File: src/sv/mcbp_pkg.sv
`timescale 1ns / 1ps
// ----------------------------------------------------------------------------
// mcbp_pkg: shared definitions for the motor command byte parser
// Command codes, reply characters and the reply record held in the output queue.
// ----------------------------------------------------------------------------
package mcbp_pkg;

  // command codes seen in idle
  localparam logic [7:0] CmdWidth    = 8'd1;
  localparam logic [7:0] CmdDir      = 8'd2;
  // direction byte value that selects reverse
  localparam logic [7:0] DirReverse  = 8'd1;

  // width masks for the two command bytes
  localparam logic [15:0] HighMask   = 16'hFF00;
  localparam logic [15:0] LowMask    = 16'h00FF;

  // reply characters
  localparam logic [7:0] ReplyAck    = 8'h30;  // '0'
  localparam logic [7:0] ReplyStart  = 8'h61;  // 'a'
  localparam logic [7:0] ReplyHigh   = 8'h62;  // 'b'
  localparam logic [7:0] ReplyWidth  = 8'h63;  // 'c'
  localparam logic [7:0] ReplyFwd    = 8'h65;  // 'e'
  localparam logic [7:0] ReplyRev    = 8'h66;  // 'f'

  // output queue depth
  localparam int unsigned QueueDepth = 2;

  // everything the replies of one byte need
  typedef struct packed {
    logic [7:0]  second_char;
    logic        has_second;
    logic [15:0] drive_width;
    logic        width_loaded;
    logic        reverse;
    logic        direction_loaded;
  } reply_rec_t;

endpackage

File: src/sv/motor_command_byte_parser.sv
`timescale 1ns / 1ps
// ----------------------------------------------------------------------------
// motor_command_byte_parser: serial command decoder for motor drive settings
// Decodes drive-width and direction commands from a byte stream and answers
// every byte with one or two reply characters.
// ----------------------------------------------------------------------------
// Usage:
//   Input channel: rx_byte_i with in_valid_i / in_stall_o. A byte is taken at
//   a rising edge with in_valid_i high and in_stall_o low.
//   Output channel: reply_byte_o, reply_last_o and the status fields with
//   out_valid_o / out_stall_i. Each byte gives the reply '0', then for an
//   accepted command step a second reply; reply_last_o marks the final one.
//   The first reply of a byte is shown the cycle after it is taken, when no
//   earlier replies are pending. Throughput: one byte per cycle for bytes with
//   a single reply while out_stall_i is low; a byte with two replies uses the
//   output port, which moves one reply per cycle when not stalled, for both.
//   Decoding is done in the accepting cycle; the replies wait in a two-entry
//   queue, so a new byte is taken while earlier replies are still pending.
//   When the receiver stalls, the shown reply holds and the queue fills;
//   in_stall_o rises once both entries are occupied.
//   Reset: idle mode, drive width zero, direction forward, queue empty.
// ----------------------------------------------------------------------------
module motor_command_byte_parser (
  input  logic        clk_i,
  input  logic        rst_ni,
  // byte input
  input  logic        in_valid_i,
  output logic        in_stall_o,
  input  logic [7:0]  rx_byte_i,
  // reply output
  output logic        out_valid_o,
  input  logic        out_stall_i,
  output logic [7:0]  reply_byte_o,
  output logic        reply_last_o,
  output logic [15:0] drive_width_o,
  output logic        width_loaded_o,
  output logic        reverse_o,
  output logic        direction_loaded_o
);

  typedef enum logic [1:0] {
    MODE_IDLE  = 2'd0,
    MODE_WIDTH = 2'd1,
    MODE_DIR   = 2'd2
  } mode_e;

  localparam int unsigned PtrW = $clog2(mcbp_pkg::QueueDepth);
  localparam int unsigned CntW = $clog2(mcbp_pkg::QueueDepth + 1);

  mode_e       mode_q, mode_d;
  logic [1:0]  idx_q, idx_d;
  logic [15:0] staged_q, staged_d;
  logic [15:0] applied_q, applied_d;
  logic        rev_q, rev_d;

  logic        in_acc;
  logic        out_pop;
  mcbp_pkg::reply_rec_t new_rec;
  mcbp_pkg::reply_rec_t head_rec;

  mcbp_pkg::reply_rec_t slot_q [mcbp_pkg::QueueDepth];
  logic [PtrW-1:0] wr_ptr_q, rd_ptr_q;
  logic [CntW-1:0] count_q, count_d;
  logic            phase_q;

  // handshakes
  assign in_stall_o  = (count_q == CntW'(mcbp_pkg::QueueDepth));
  assign in_acc      = in_valid_i && !in_stall_o;
  assign out_valid_o = (count_q != '0);
  assign out_pop     = out_valid_o && !out_stall_i && reply_last_o;

  // command decode for one byte
  always_comb begin
    mode_d    = mode_q;
    idx_d     = idx_q;
    staged_d  = staged_q;
    applied_d = applied_q;
    rev_d     = rev_q;
    new_rec.second_char      = mcbp_pkg::ReplyAck;
    new_rec.has_second       = 1'b0;
    new_rec.width_loaded     = 1'b0;
    new_rec.direction_loaded = 1'b0;
    unique case (mode_q)
      MODE_WIDTH: begin
        if (idx_q == 2'd1) begin
          staged_d = {rx_byte_i, 8'h00} & mcbp_pkg::HighMask;
          idx_d    = 2'd2;
          new_rec.second_char = mcbp_pkg::ReplyHigh;
        end else begin
          staged_d  = staged_q | ({8'h00, rx_byte_i} & mcbp_pkg::LowMask);
          applied_d = staged_d;
          mode_d    = MODE_IDLE;
          idx_d     = 2'd0;
          new_rec.width_loaded = 1'b1;
          new_rec.second_char  = mcbp_pkg::ReplyWidth;
        end
        new_rec.has_second = 1'b1;
      end
      MODE_DIR: begin
        if (rx_byte_i == mcbp_pkg::DirReverse) begin
          rev_d = 1'b1;
          new_rec.second_char = mcbp_pkg::ReplyRev;
        end else begin
          rev_d = 1'b0;
          new_rec.second_char = mcbp_pkg::ReplyFwd;
        end
        mode_d = MODE_IDLE;
        idx_d  = 2'd0;
        new_rec.direction_loaded = 1'b1;
        new_rec.has_second       = 1'b1;
      end
      default: begin
        // idle, and the unused mode code treated as idle
        mode_d = MODE_IDLE;
        if (rx_byte_i == mcbp_pkg::CmdWidth || rx_byte_i == mcbp_pkg::CmdDir) begin
          mode_d = (rx_byte_i == mcbp_pkg::CmdWidth) ? MODE_WIDTH : MODE_DIR;
          idx_d  = idx_q + 2'd1;
          new_rec.second_char = mcbp_pkg::ReplyStart;
          new_rec.has_second  = 1'b1;
        end
      end
    endcase
    new_rec.drive_width = applied_d;
    new_rec.reverse     = rev_d;
  end

  // command state
  always_ff @(posedge clk_i or negedge rst_ni) begin
    if (!rst_ni) begin
      mode_q    <= MODE_IDLE;
      idx_q     <= 2'd0;
      staged_q  <= '0;
      applied_q <= '0;
      rev_q     <= 1'b0;
    end else if (in_acc) begin
      mode_q    <= mode_d;
      idx_q     <= idx_d;
      staged_q  <= staged_d;
      applied_q <= applied_d;
      rev_q     <= rev_d;
    end
  end

  // reply queue occupancy
  always_comb begin
    count_d = count_q;
    if (in_acc && !out_pop) begin
      count_d = count_q + CntW'(1);
    end else if (!in_acc && out_pop) begin
      count_d = count_q - CntW'(1);
    end
  end

  always_ff @(posedge clk_i or negedge rst_ni) begin
    if (!rst_ni) begin
      wr_ptr_q <= '0;
      rd_ptr_q <= '0;
      count_q  <= '0;
      phase_q  <= 1'b0;
    end else begin
      count_q <= count_d;
      if (in_acc) begin
        wr_ptr_q <= wr_ptr_q + PtrW'(1);
      end
      if (out_pop) begin
        rd_ptr_q <= rd_ptr_q + PtrW'(1);
        phase_q  <= 1'b0;
      end else if (out_valid_o && !out_stall_i) begin
        phase_q <= 1'b1;
      end
    end
  end

  // reply records
  always_ff @(posedge clk_i) begin
    if (in_acc) begin
      slot_q[wr_ptr_q] <= new_rec;
    end
  end

  // reply output
  assign head_rec           = slot_q[rd_ptr_q];
  assign reply_byte_o       = phase_q ? head_rec.second_char : mcbp_pkg::ReplyAck;
  assign reply_last_o       = phase_q || !head_rec.has_second;
  assign drive_width_o      = head_rec.drive_width;
  assign width_loaded_o     = head_rec.width_loaded;
  assign reverse_o          = head_rec.reverse;
  assign direction_loaded_o = head_rec.direction_loaded;

endmodule

File: config.mk
export PLATFORM = sky130hd
export DESIGN_NAME = motor_command_byte_parser
export DESIGN_NICKNAME = d
export VERILOG_FILES = /design/src/sv/mcbp_pkg.sv /design/src/sv/motor_command_byte_parser.sv
export SDC_FILE = /design/constraint.sdc
export NUM_CORES = 1
export LEC_CHECK = 0
export BUFFER_PORTS_ARGS = -buffer_cell sky130_fd_sc_hd__clkbuf_2
export CAP_MARGIN = 25
export CORE_ASPECT_RATIO = 0.75
export CORE_MARGIN = 3
export CORE_UTILIZATION = 29
export CTS_BUF_LIST = sky130_fd_sc_hd__clkbuf_8 sky130_fd_sc_hd__clkbuf_16
export CTS_CLUSTER_SIZE = 40
export DETAILED_ROUTE_END_ITERATION = 10
export PLACE_DENSITY = 0.43
export SLEW_MARGIN = 25
export SYNTH_ARGS = -nofsm -noshare
export SYNTH_HDL_FRONTEND = slang
export SYNTH_SLANG_ARGS = --single-unit
File: constraint.sdc
create_clock -name clk_i -period 2.6 [get_ports clk_i]
set_clock_uncertainty 0.2 [all_clocks]
set_input_delay 0.52 -clock clk_i [delete_from_list [all_inputs] [get_ports clk_i]]
set_output_delay 0.52 -clock clk_i [all_outputs]
set_load 0.03 [all_outputs]
==> impl_metrics.env, run 1 <==
export IMPL_status="finished clean"
export IMPL_clk_pin_slew_worst_paths_ns=0.06
export IMPL_cp_required_ns=1.88
export IMPL_seq_area_frac_synth_pct=65.8
export IMPL_hold_buffers=0
export IMPL_initial_core_util_pct=30.2
export IMPL_cp_max_fo=25
export IMPL_crit_type="flip-flop to output port"
export IMPL_clock_sinks=90
export IMPL_critical_path_buf_inv_count=3
export IMPL_crit_path_end_kind="output port"
export IMPL_use_met2_pct=17.1
export IMPL_clk_path_buf_depth=2
export IMPL_routedWlPerCell_um=15.4
export IMPL_drcViolationCount=0
export IMPL_crit_path_top_delay_cell="dfrtp_1"
export IMPL_ioPinCount=42
export IMPL_rsz0062_at_grt="no"
export IMPL_syn_inst=310
export IMPL_grt_pass1_vias=2246
export IMPL_postRouteAntennaNets=0
export IMPL_drtPass1Iterations=4
export IMPL_fmax_mhz=434
export IMPL_htreeDepth=3
export IMPL_period_share_pct=88.5
export IMPL_tightest_slew_ns=0.671
export IMPL_fp_dieW_um=138
export IMPL_synth_distinct_cells=28
export IMPL_cts_resized=0
export IMPL_vias=2318
export IMPL_n_antenna_cell=0
export IMPL_gp_congestion=0.683
export IMPL_top_usage_layer="met1"
export IMPL_power_frac_clock_pct=28.1
export IMPL_fin_tns_setup_ns=0
export IMPL_routed_wirelength_um=8140
export IMPL_yosysWarnings=0
export IMPL_power_density_nw_per_um2=1060
export IMPL_p_seq_share_pct=41.6
export IMPL_grt_pass1_wl_um=12800
export IMPL_port_buffers=38
export IMPL_p_comb_share_pct=30.2
export IMPL_setup_viol=0
export IMPL_cts_inserted_buffers=9
export IMPL_insertion_delay_ns=0.33
export IMPL_slew_headroom_pct=55.3
export IMPL_critPathTopFamily="buffers and inverters"
export IMPL_grt_max_degree=26
export IMPL_cts_tree="built"
export IMPL_design_area_um2=4550
export IMPL_worst_setup_path_start_kind="flip-flop"
export IMPL_ys_seq_elements=90
export IMPL_final_nets=375
export IMPL_avgSynthCellArea_um2=12.2
export IMPL_worstPathArrival_ns=1.58
export IMPL_met1_usage_pct=17.6
export IMPL_period_minus_slack_ns=2.30
export IMPL_switchingPower_mw=1.56
export IMPL_grt_usage_pct=12.0
export IMPL_syn_cell_area_um2=3790
export IMPL_core_um2=12500
export IMPL_hold_viol_final=0
export IMPL_fill_cells=1257
export IMPL_swShare_pct=32.3
export IMPL_max_cap_violations=0
export IMPL_drt_initial_drc_count=140
export IMPL_power_leakage_nw=2.01
export IMPL_routed_via_density=4.38
export IMPL_met3_usage_pct=3.27
export IMPL_cp_cell_sequence="buf_12, mux2i_1, nor2_1, inv_1, clkbuf_2"
export IMPL_cts_setup_buffers=0
export IMPL_intPower_mw=3.26
export IMPL_dieArea_um2=14500
export IMPL_antenna_found_initial=0
export IMPL_ir_drop_uv=383
export IMPL_slowest_delay_ns=0.37
export IMPL_drive_gt1_share_pct=27.3
export IMPL_ctsRootBufferMaster="clkbuf_16"
export IMPL_maxSlewViolCount=0
export IMPL_area_growth_pct=20.0
export IMPL_die_h_um=105
export IMPL_place_area_um2=4230
export IMPL_grt_ovfl_total=0
export IMPL_dp_hpwl_um=5640
export IMPL_min_path_type="primary input to asynchronous set/reset pin"
export IMPL_num_rows=35
[logic make-up after synthesis]
family,synth area share (%)
other,0.198
buffers and inverters,3.07
and+or+nand+nor,12.4
xor gates and xnor gates,1.39
muxes,11.3
DFF,65.8
AOI/OAI and AO/OA,4.16
adders and majority gates,1.65
[final timing paths]
check                      cells after the start            end     startpoint  slack (ns)
max                                            5   reply_last_o       rd_ptr_q        0.30
min                                            1      mode_q[0]         rst_ni        0.02
min in group clk_i                             2  applied_q[11]  applied_q[11]        0.27
max in group asynchronous                      2  applied_q[12]         rst_ni        1.56
min reg2reg                                    2  applied_q[11]  applied_q[11]        0.27
max reg2reg                                    7     count_q[1]       rd_ptr_q        0.55
[synth_stat cells]
cell type	n	area share, %
xnor2_1	4	0.92
o21ai_0	18	2.4
edfxtp_1	48	38
nor2b_1	6	0.99
buf_1	1	0.099
or4_4	2	0.59
nand2_1	72	7.1
mux2i_1	8	2.1
nand2b_1	2	0.33
nor2_1	23	2.3
dfrtp_1	42	28
mux2_2	31	9.2
buf_2	3	0.40
buf_4	3	0.59
inv_1	12	1.2
a211oi_2	1	0.33
a31oi_1	1	0.17
and3_1	2	0.33
nor3_1	1	0.13
clkbuf_1	8	0.79
ha_1	5	1.7
o31a_1	1	0.23
xor2_1	2	0.46
nor4_1	2	0.33
nand3_1	1	0.13
conb_1	2	0.20
or2_2	1	0.17
a21oi_1	8	1.1
[state kept, by name, indices dropped and copies added (netlist names)]
signal and count:
rd_ptr_q 1, idx_q 2, slot_q 48, phase_q 1
rev_q 1, wr_ptr_q 1, mode_q 2, applied_q 16
count_q 2, staged_q 16
[cell type report]
| class | count | area, µm² | share of cell area [%] |
|---|---|---|---|
| well taps | 166 | 208 | 4.57 |
| clock buffers | 10 | 239 | 5.26 |
| multi-input cells | 194 | 1190 | 26.1 |
| inverters | 12 | 45.0 | 0.991 |
| repair buffers | 51 | 300 | 6.61 |
| flip-flops and latches | 90 | 2490 | 54.8 |
| clock inverters | 6 | 75.1 | 1.65 |
[cells in the final DEF (no fill, tap or decap), types with 9 or more instances in the layout]
cell       netlist  routed
buf_4            3      12
clkbuf_16        0       9
clkbuf_2         0      38
dfrtp_1         42      42
edfxtp_1        48      48
inv_1           12      15
mux2_2          31      31
nand2_1         72      72
nor2_1          23      22
o21ai_0         18      18
[per-layer routing]
layer / up-vias / share of wire (%)
li1: 1142 / -
met1: 1114 / 50
met2: 53 / 43
met3: 9 / 5.2
met4: 0 / 1.2
met5: - / 0
[through the flow]
| stage | setup slack, ns | util [%] | std cells | total power, mW | hold slack [ns] |
|---|---|---|---|---|---|
| 2_1_floorplan | 0.282 | - | 311 | 3.06 | 0.0244 |
| 3_3_place_gp | 0.129 | 33.8 | 513 | 3.52 | 0.258 |
| 3_5_place_dp | 0.101 | 33.8 | 513 | 3.54 | 0.262 |
| 4_1_cts | 0.260 | 36.3 | 529 | 4.91 | 0.0262 |
| 5_1_grt | 0.201 | 36.3 | 529 | 5.11 | 0.0679 |
| 6_report | 0.298 | 36.3 | 529 | 4.82 | 0.0173 |
[worst register-to-register path, cell delays in order, from the launching register on]
cell,delay (ns)
dfrtp_1,0.37
buf_12,0.21
mux2i_1,0.34
o21ai_0,0.21
ha_1,0.25
xor2_1,0.14
nor2_1,0.12
xor2_1,0.14
[power by group through the flow]
stage               logic [mW]  registers, mW  clock network [mW]
floorplan                 1.06           2.00                   0
global placement          1.50           2.03                   0
detailed placement        1.50           2.03                   0
CTS                       1.51           2.01                1.39
global route              1.61           2.04                1.45
finish                    1.46           2.01                1.35
(Power assumes the default switching activity.)
==> run 2, diff against run 1 <==
==> constraint.sdc (replaced) <==
create_clock -name clk_i -period 2.6 [get_ports clk_i]
set_clock_uncertainty 0.2 [all_clocks]
set_input_delay 0.39 -clock clk_i [delete_from_list [all_inputs] [get_ports clk_i]]
set_output_delay 0.39 -clock clk_i [all_outputs]
set_load 0.03 [all_outputs]
==> run 2 against run 1 <==
Sequential power hardly changed. Sequential share of layout area is 0.21 points higher. Cell count is 0.19% higher. Fmax is 5.7% higher. Setup slack better by 0.12 ns. Via count is 0.99% lower. Count of clock-buffer cells in the layout is 1 lower. Sequential cell count stayed put. Combinational power hardly changed. Critical endpoint is now drive_width_o[9]. Largest cell class unchanged. Largest power group unchanged.
==> impl_metrics.env, run 2 (synthesis results as in run 1) <==
export IMPL_fmax_mhz=459
export IMPL_startpoint="rd_ptr_q"
export IMPL_initial_core_util_pct=30.2
export IMPL_grt_usage_pct=12.1
export IMPL_drive_gt1_share_pct=27.7
export IMPL_drt_initial_drc_count=131
export IMPL_min_path_type="primary input to flip-flop"
export IMPL_maxSlewViolCount=0
export IMPL_final_core_util_pct=36.2
export IMPL_drcViolationCount=0
export IMPL_grt_pass1_wl_um=13000
export IMPL_postRouteAntennaNets=0
export IMPL_worstPathArrival_ns=1.59
export IMPL_slew_headroom_pct=63.0
export IMPL_dp_hpwl_um=5690
export IMPL_crit_path_end_kind="output port"
export IMPL_dieArea_um2=14500
export IMPL_rsz0062_at_grt="no"
export IMPL_antenna_found_initial=0
export IMPL_area_growth_pct=19.5
export IMPL_finalPower_mw=4.72
export IMPL_routedWlPerCell_um=15.6
export IMPL_n_antenna_cell=0
export IMPL_fp_dieW_um=138
export IMPL_post_place_cells=513
export IMPL_core_um2=12500
export IMPL_cp_required_ns=2.01
export IMPL_cts_inserted_buffers=9
export IMPL_clock_sinks=90
export IMPL_setup_viol=0
export IMPL_largest_reg_flops=48
export IMPL_period_minus_slack_ns=2.18
export IMPL_holdWs_ns=0.153
export IMPL_power_density_nw_per_um2=1040
export IMPL_ir_drop_uv=414
export IMPL_routed_via_density=4.33
export IMPL_crit_type="flip-flop to output port"
export IMPL_fin_cells=530
export IMPL_hold_viol_final=0
export IMPL_r2r_start="mode_q[1]"
export IMPL_htreeDepth=3
export IMPL_num_rows=35
export IMPL_reg_largest_list="slot_q (48), applied_q (16), staged_q (16)"
export IMPL_insertion_delay_ns=0.34
export IMPL_clk_pin_slew_worst_paths_ns=0.06
export IMPL_routed_wirelength_um=8260
export IMPL_port_buffers=38
export IMPL_regMostFlops="slot_q"
export IMPL_final_common_cell="nand2_1"
export IMPL_most_common_layout_cells="nand2_1, edfxtp_1, dfrtp_1, clkbuf_2, mux2_2"
export IMPL_worst_setup_path_start_kind="flip-flop"
export IMPL_cts_tree="built"
export IMPL_final_nets=376
export IMPL_status="finished clean"
export IMPL_clk_path_buf_depth=2
export IMPL_cp_max_fo=15
export IMPL_ctsRootBufferMaster="clkbuf_16"
export IMPL_ioPinCount=42
export IMPL_grt_pass1_vias=2232
export IMPL_grt_max_degree=25
export IMPL_gp_congestion=0.722
export IMPL_max_cap_violations=0
export IMPL_drtPass1Iterations=4
export IMPL_period_share_pct=83.8
export IMPL_cts_setup_buffers=0
export IMPL_die_h_um=105
export IMPL_min_from="rx_byte_i[5]"
export IMPL_fin_tns_setup_ns=0
export IMPL_vias=2295
export IMPL_power_leakage_nw=2.00
export IMPL_grt_ovfl_total=0
export IMPL_tightest_slew_ns=0.555
-- run 2: cell type report --
class,instances,area (µm²)
clock buffer,9,225
clock inverter,7,61.3
fill,1253,8000
inverter,12,45.0
multi-input combinational,194,1190
sequential,90,2490
tap,166,208
timing repair buffer,52,310
-- run 2: power breakdown --
part           internal (mW)  total [mW]  switching [mW]
clock network          0.734        1.25           0.519
logic                  0.520        1.46           0.938
registers               1.88        2.01           0.129
-- run 2: per-stage QoR --
step,setup WS (ns),area (µm²)
floorplan,0.282,3790
global placement,0.270,4230
detailed placement,0.262,4230
CTS,0.396,4530
global route,0.337,4530
finish,0.422,4530
-- run 2: routing by layer --
| metal | up-vias | share of wire (%) | GRT usage, % |
|---|---|---|---|
| met2 | 40 | 42 | 16.8 |
| li1 | 1146 | - | - |
| met5 | - | 0 | 0 |
| met1 | 1100 | 52 | 18.1 |
| met4 | 0 | 1.2 | 3.17 |
| met3 | 9 | 4.7 | 3.85 |
-- run 2: worst paths after layout --
check	endpoint	slack, ns	depth (start not counted)
min	staged_q[13]	0.15	2
max	drive_width_o[9]	0.42	3
max reg2reg	applied_q[7]	0.50	8
min reg2reg	applied_q[8]	0.28	2
max in group asynchronous	applied_q[2]	1.29	3
min in group asynchronous	phase_q	0.37	2
-- run 2: repair_timing --
| action | CTS | global route |
|---|---|---|
| hold endpoints to repair | 18 | 0 |
| gates resized for setup | 0 | 0 |
| hold buffers | 1 | 0 |
| endpoints found under the setup margin | 0 | 0 |
-- run 2: worst max-delay path, cell delays in order, from the launching register on --
cell,delay [ns]
dfrtp_1,0.39
buf_4,0.28
mux2_2,0.38
clkbuf_2,0.19
==> run 3, diff against run 2 <==
Settings changed: ABC_AREA from default to 1.
Clock period 2.6 ns to 2.1 ns, I/O delays scaled along.
==> run 3 against run 2 <==
Final area increased by 4.4%. Synthesized cell count up 24%. Critical endpoint is now reply_byte_o[1]. Sequential cell count unchanged. Combinational power grew 79%.
==> impl_metrics.env, run 3 <==
export IMPL_worstPathArrival_ns=1.49
export IMPL_yosys_area_share_simple_pct=16.6
export IMPL_port_buffers=38
export IMPL_drtPass1Iterations=4
export IMPL_die_h_um=106
export IMPL_clk_pin_slew_worst_paths_ns=0.06
export IMPL_ctsRootBufferMaster="clkbuf_16"
export IMPL_grt_usage_pct=12.1
export IMPL_slowest_delay_ns=0.44
export IMPL_reg_largest_list="slot_q (48), applied_q (16), staged_q (16)"
export IMPL_cp_required_ns=1.58
export IMPL_power_leakage_nw=2.11
export IMPL_syn_inst=385
export IMPL_synthArstFlopShare_pct=46.7
export IMPL_drive_gt1_share_pct=20.9
export IMPL_insertion_delay_ns=0.34
export IMPL_swShare_pct=37.4
export IMPL_min_path_type="primary input to flip-flop"
export IMPL_drt_initial_drc_count=158
export IMPL_p_seq_share_pct=39.1
export IMPL_antenna_found_initial=0
export IMPL_yosys_top_cells_area="edfxtp_1, dfrtp_1, nand2_1"
export IMPL_preCtsSetupSlack_ns=0.148
export IMPL_routed_via_density=4.30
export IMPL_grt_pass1_wl_um=13700
export IMPL_fmax_mhz=500
export IMPL_largest_reg_flops=48
export IMPL_cts_tree="built"
export IMPL_design_area_um2=4730
export IMPL_htreeDepth=3
export IMPL_crit_path_top_delay_cell="dfrtp_2"
export IMPL_critical_path_buf_inv_count=4
export IMPL_regMostFlops="slot_q"
export IMPL_ys_flop_type="edfxtp_1"
export IMPL_fp_dieW_um=139
export IMPL_most_common_layout_cells="nand2_1, edfxtp_1, inv_1, o21ai_0, dfrtp_1"
export IMPL_intPower_mw=4.39
export IMPL_dp_hpwl_um=5670
export IMPL_gp_congestion=0.729
export IMPL_syn_cell_area_um2=3870
export IMPL_maxSlewViolCount=0
export IMPL_cp_cell_sequence="buf_12, inv_4, buf_6, nor2_1, nor2_1, buf_4"
export IMPL_synth_distinct_cells=30
export IMPL_period_minus_slack_ns=2.00
export IMPL_grt_max_degree=43
export IMPL_cts_inserted_buffers=9
export IMPL_synth_fa_ha_area_share_pct=1.61
export IMPL_vias=2610
export IMPL_ioPinCount=42
export IMPL_final_nets=453
export IMPL_power_density_nw_per_um2=1480
export IMPL_synth_edff_count=48
export IMPL_crit_path_end_kind="output port"
export IMPL_grt_ovfl_total=0
export IMPL_crit_type="flip-flop to output port"
export IMPL_period_share_pct=95.3
export IMPL_tightest_slew_ns=0.566
export IMPL_area_growth_pct=22.0
export IMPL_max_cap_violations=0
export IMPL_ys_seq_elements=90
export IMPL_power_frac_clock_pct=23.6
export IMPL_routed_wirelength_um=8330
export IMPL_slew_headroom_pct=62.3
export IMPL_switchingPower_mw=2.63
export IMPL_yosys_top_cells_count="nand2_1, edfxtp_1, inv_1, o21ai_0, dfrtp_1"
export IMPL_status="finished clean"
export IMPL_yosysMostFrequentCell="nand2_1"
export IMPL_fin_cells=607
export IMPL_final_common_cell="nand2_1"
export IMPL_clk_path_buf_depth=2
export IMPL_reg2reg_setup_slack_ns=0.13
export IMPL_critPathTopFamily="buffers and inverters"
export IMPL_avgSynthCellArea_um2=10.1
export IMPL_seq_area_frac_synth_pct=64.3
export IMPL_synth_top_family_by_area="simple AND/OR/NAND/NOR gates"
export IMPL_yosysWarnings=0
export IMPL_p_comb_share_pct=37.3
export IMPL_synth_xor_area_share_pct=0.678
export IMPL_drcViolationCount=0
export IMPL_rsz0062_at_grt="no"
export IMPL_hold_viol_final=0
export IMPL_grt_pass1_vias=2533
export IMPL_initial_core_util_pct=30.6
export IMPL_finalPower_mw=7.02
export IMPL_postRouteAntennaNets=0
export IMPL_cpMostUsedCell="nor2_1"
export IMPL_num_rows=35
export IMPL_ir_drop_uv=687
export IMPL_fin_ws_ns=0.0985
export IMPL_core_um2=12700
export IMPL_synth_top_area_share_pct=37.2
export IMPL_cp_max_fo=12
export IMPL_n_antenna_cell=0
export IMPL_muxShareOfSynthArea_pct=0
export IMPL_place_area_um2=4310
export IMPL_dieArea_um2=14800
export IMPL_worst_setup_path_start_kind="flip-flop"
export IMPL_post_place_cells=587
export IMPL_routedWlPerCell_um=13.7
export IMPL_synth_top_cell_by_area="edfxtp_1"
export IMPL_synth_compound_area_share_pct=9.53
export IMPL_clock_sinks=90
export IMPL_setup_viol=0
export IMPL_fin_tns_setup_ns=0
run 3: cell count changes in the layout (fill, tap and decap cells not counted), sizes merged, moves of 4 or more:
cell / change
a21oi: -5
mux2: -31
buf: +9
clkbuf: -5
nor2b: -6
mux2i: -8
o21ai: +37
clkinv: -4
inv: +38
nand3: +5
nand2: +56
run 3: through the flow:
step	utilization [%]	hold WS, ns
floorplan	-	-0.181
global placement	34.0	0.238
detailed placement	34.0	0.240
CTS	36.9	0.0546
global route	37.3	0.0583
finish	37.3	0.0622
run 3: worst reg2reg max path: stages, from the launching register on:
cell and delay [ns]:
dfrtp_1 0.38, inv_1 0.07, ha_1 0.23, inv_2 0.14, nor2_4 0.06, buf_12 0.17
o21ai_0 0.45
run 3: path summary, 6_finish.rpt:
kind                               from              end  depth (start not counted)
max in group asynchronous        rst_ni         rd_ptr_q                          3
min reg2reg                    idx_q[1]         idx_q[1]                          2
max reg2reg                   mode_q[1]     slot_q[0][5]                          6
min in group asynchronous        rst_ni          phase_q                          3
max                            rd_ptr_q  reply_byte_o[1]                          6
min                        rx_byte_i[4]     staged_q[12]                          3
run 3: timing repair:
item / CTS / global route
pin swaps: 1 / 1
gates resized for setup: 11 / 20
endpoints found under the setup margin: 23 / 24
hold endpoints to repair: 42 / 0
buffers inserted: 0 / 2
hold buffers: 1 / 0
gates cloned: 0 / 1
run 3: logic make-up (layout without fill, tap and decap cells):
family,after synthesis,count (layout)
other,2,3
AND/OR/NAND/NOR,157,157
adder cells (fa/ha/maj),5,5
buffers and inverters,64,119
AO/OA/AOI/OAI,64,64
XOR/XNOR,3,3
flip-flops,90,90
run 3: power groups by stage:
stage | Combinational, mW | Clock [mW] | Sequential [mW]
6_report | 2.62 | 1.66 | 2.74
4_1_cts | 2.53 | 1.71 | 2.74
3_3_place_gp | 2.43 | 0 | 2.76
3_5_place_dp | 2.44 | 0 | 2.77
5_1_grt | 2.91 | 1.79 | 2.80
2_1_floorplan | 1.69 | 0 | 2.72
run 3: final cells by class:
type                            count  area [µm²]
Fill cell                        1254        7930
Sequential cell                    90        2490
Multi-Input combinational cell    232        1120
Timing Repair Buffer               54         405
Clock buffer                       11         253
Tap cell                          166         208
Inverter                           49         186
Clock inverter                      5        58.8
run 3: layer usage:
layer	up-vias	wire length, µm	global-route usage (%)
met5	-	0	0
met4	0	54	3.56
met3	2	357	4.36
met2	49	3590	17.4
met1	1222	4330	17.1
li1	1337	-	-
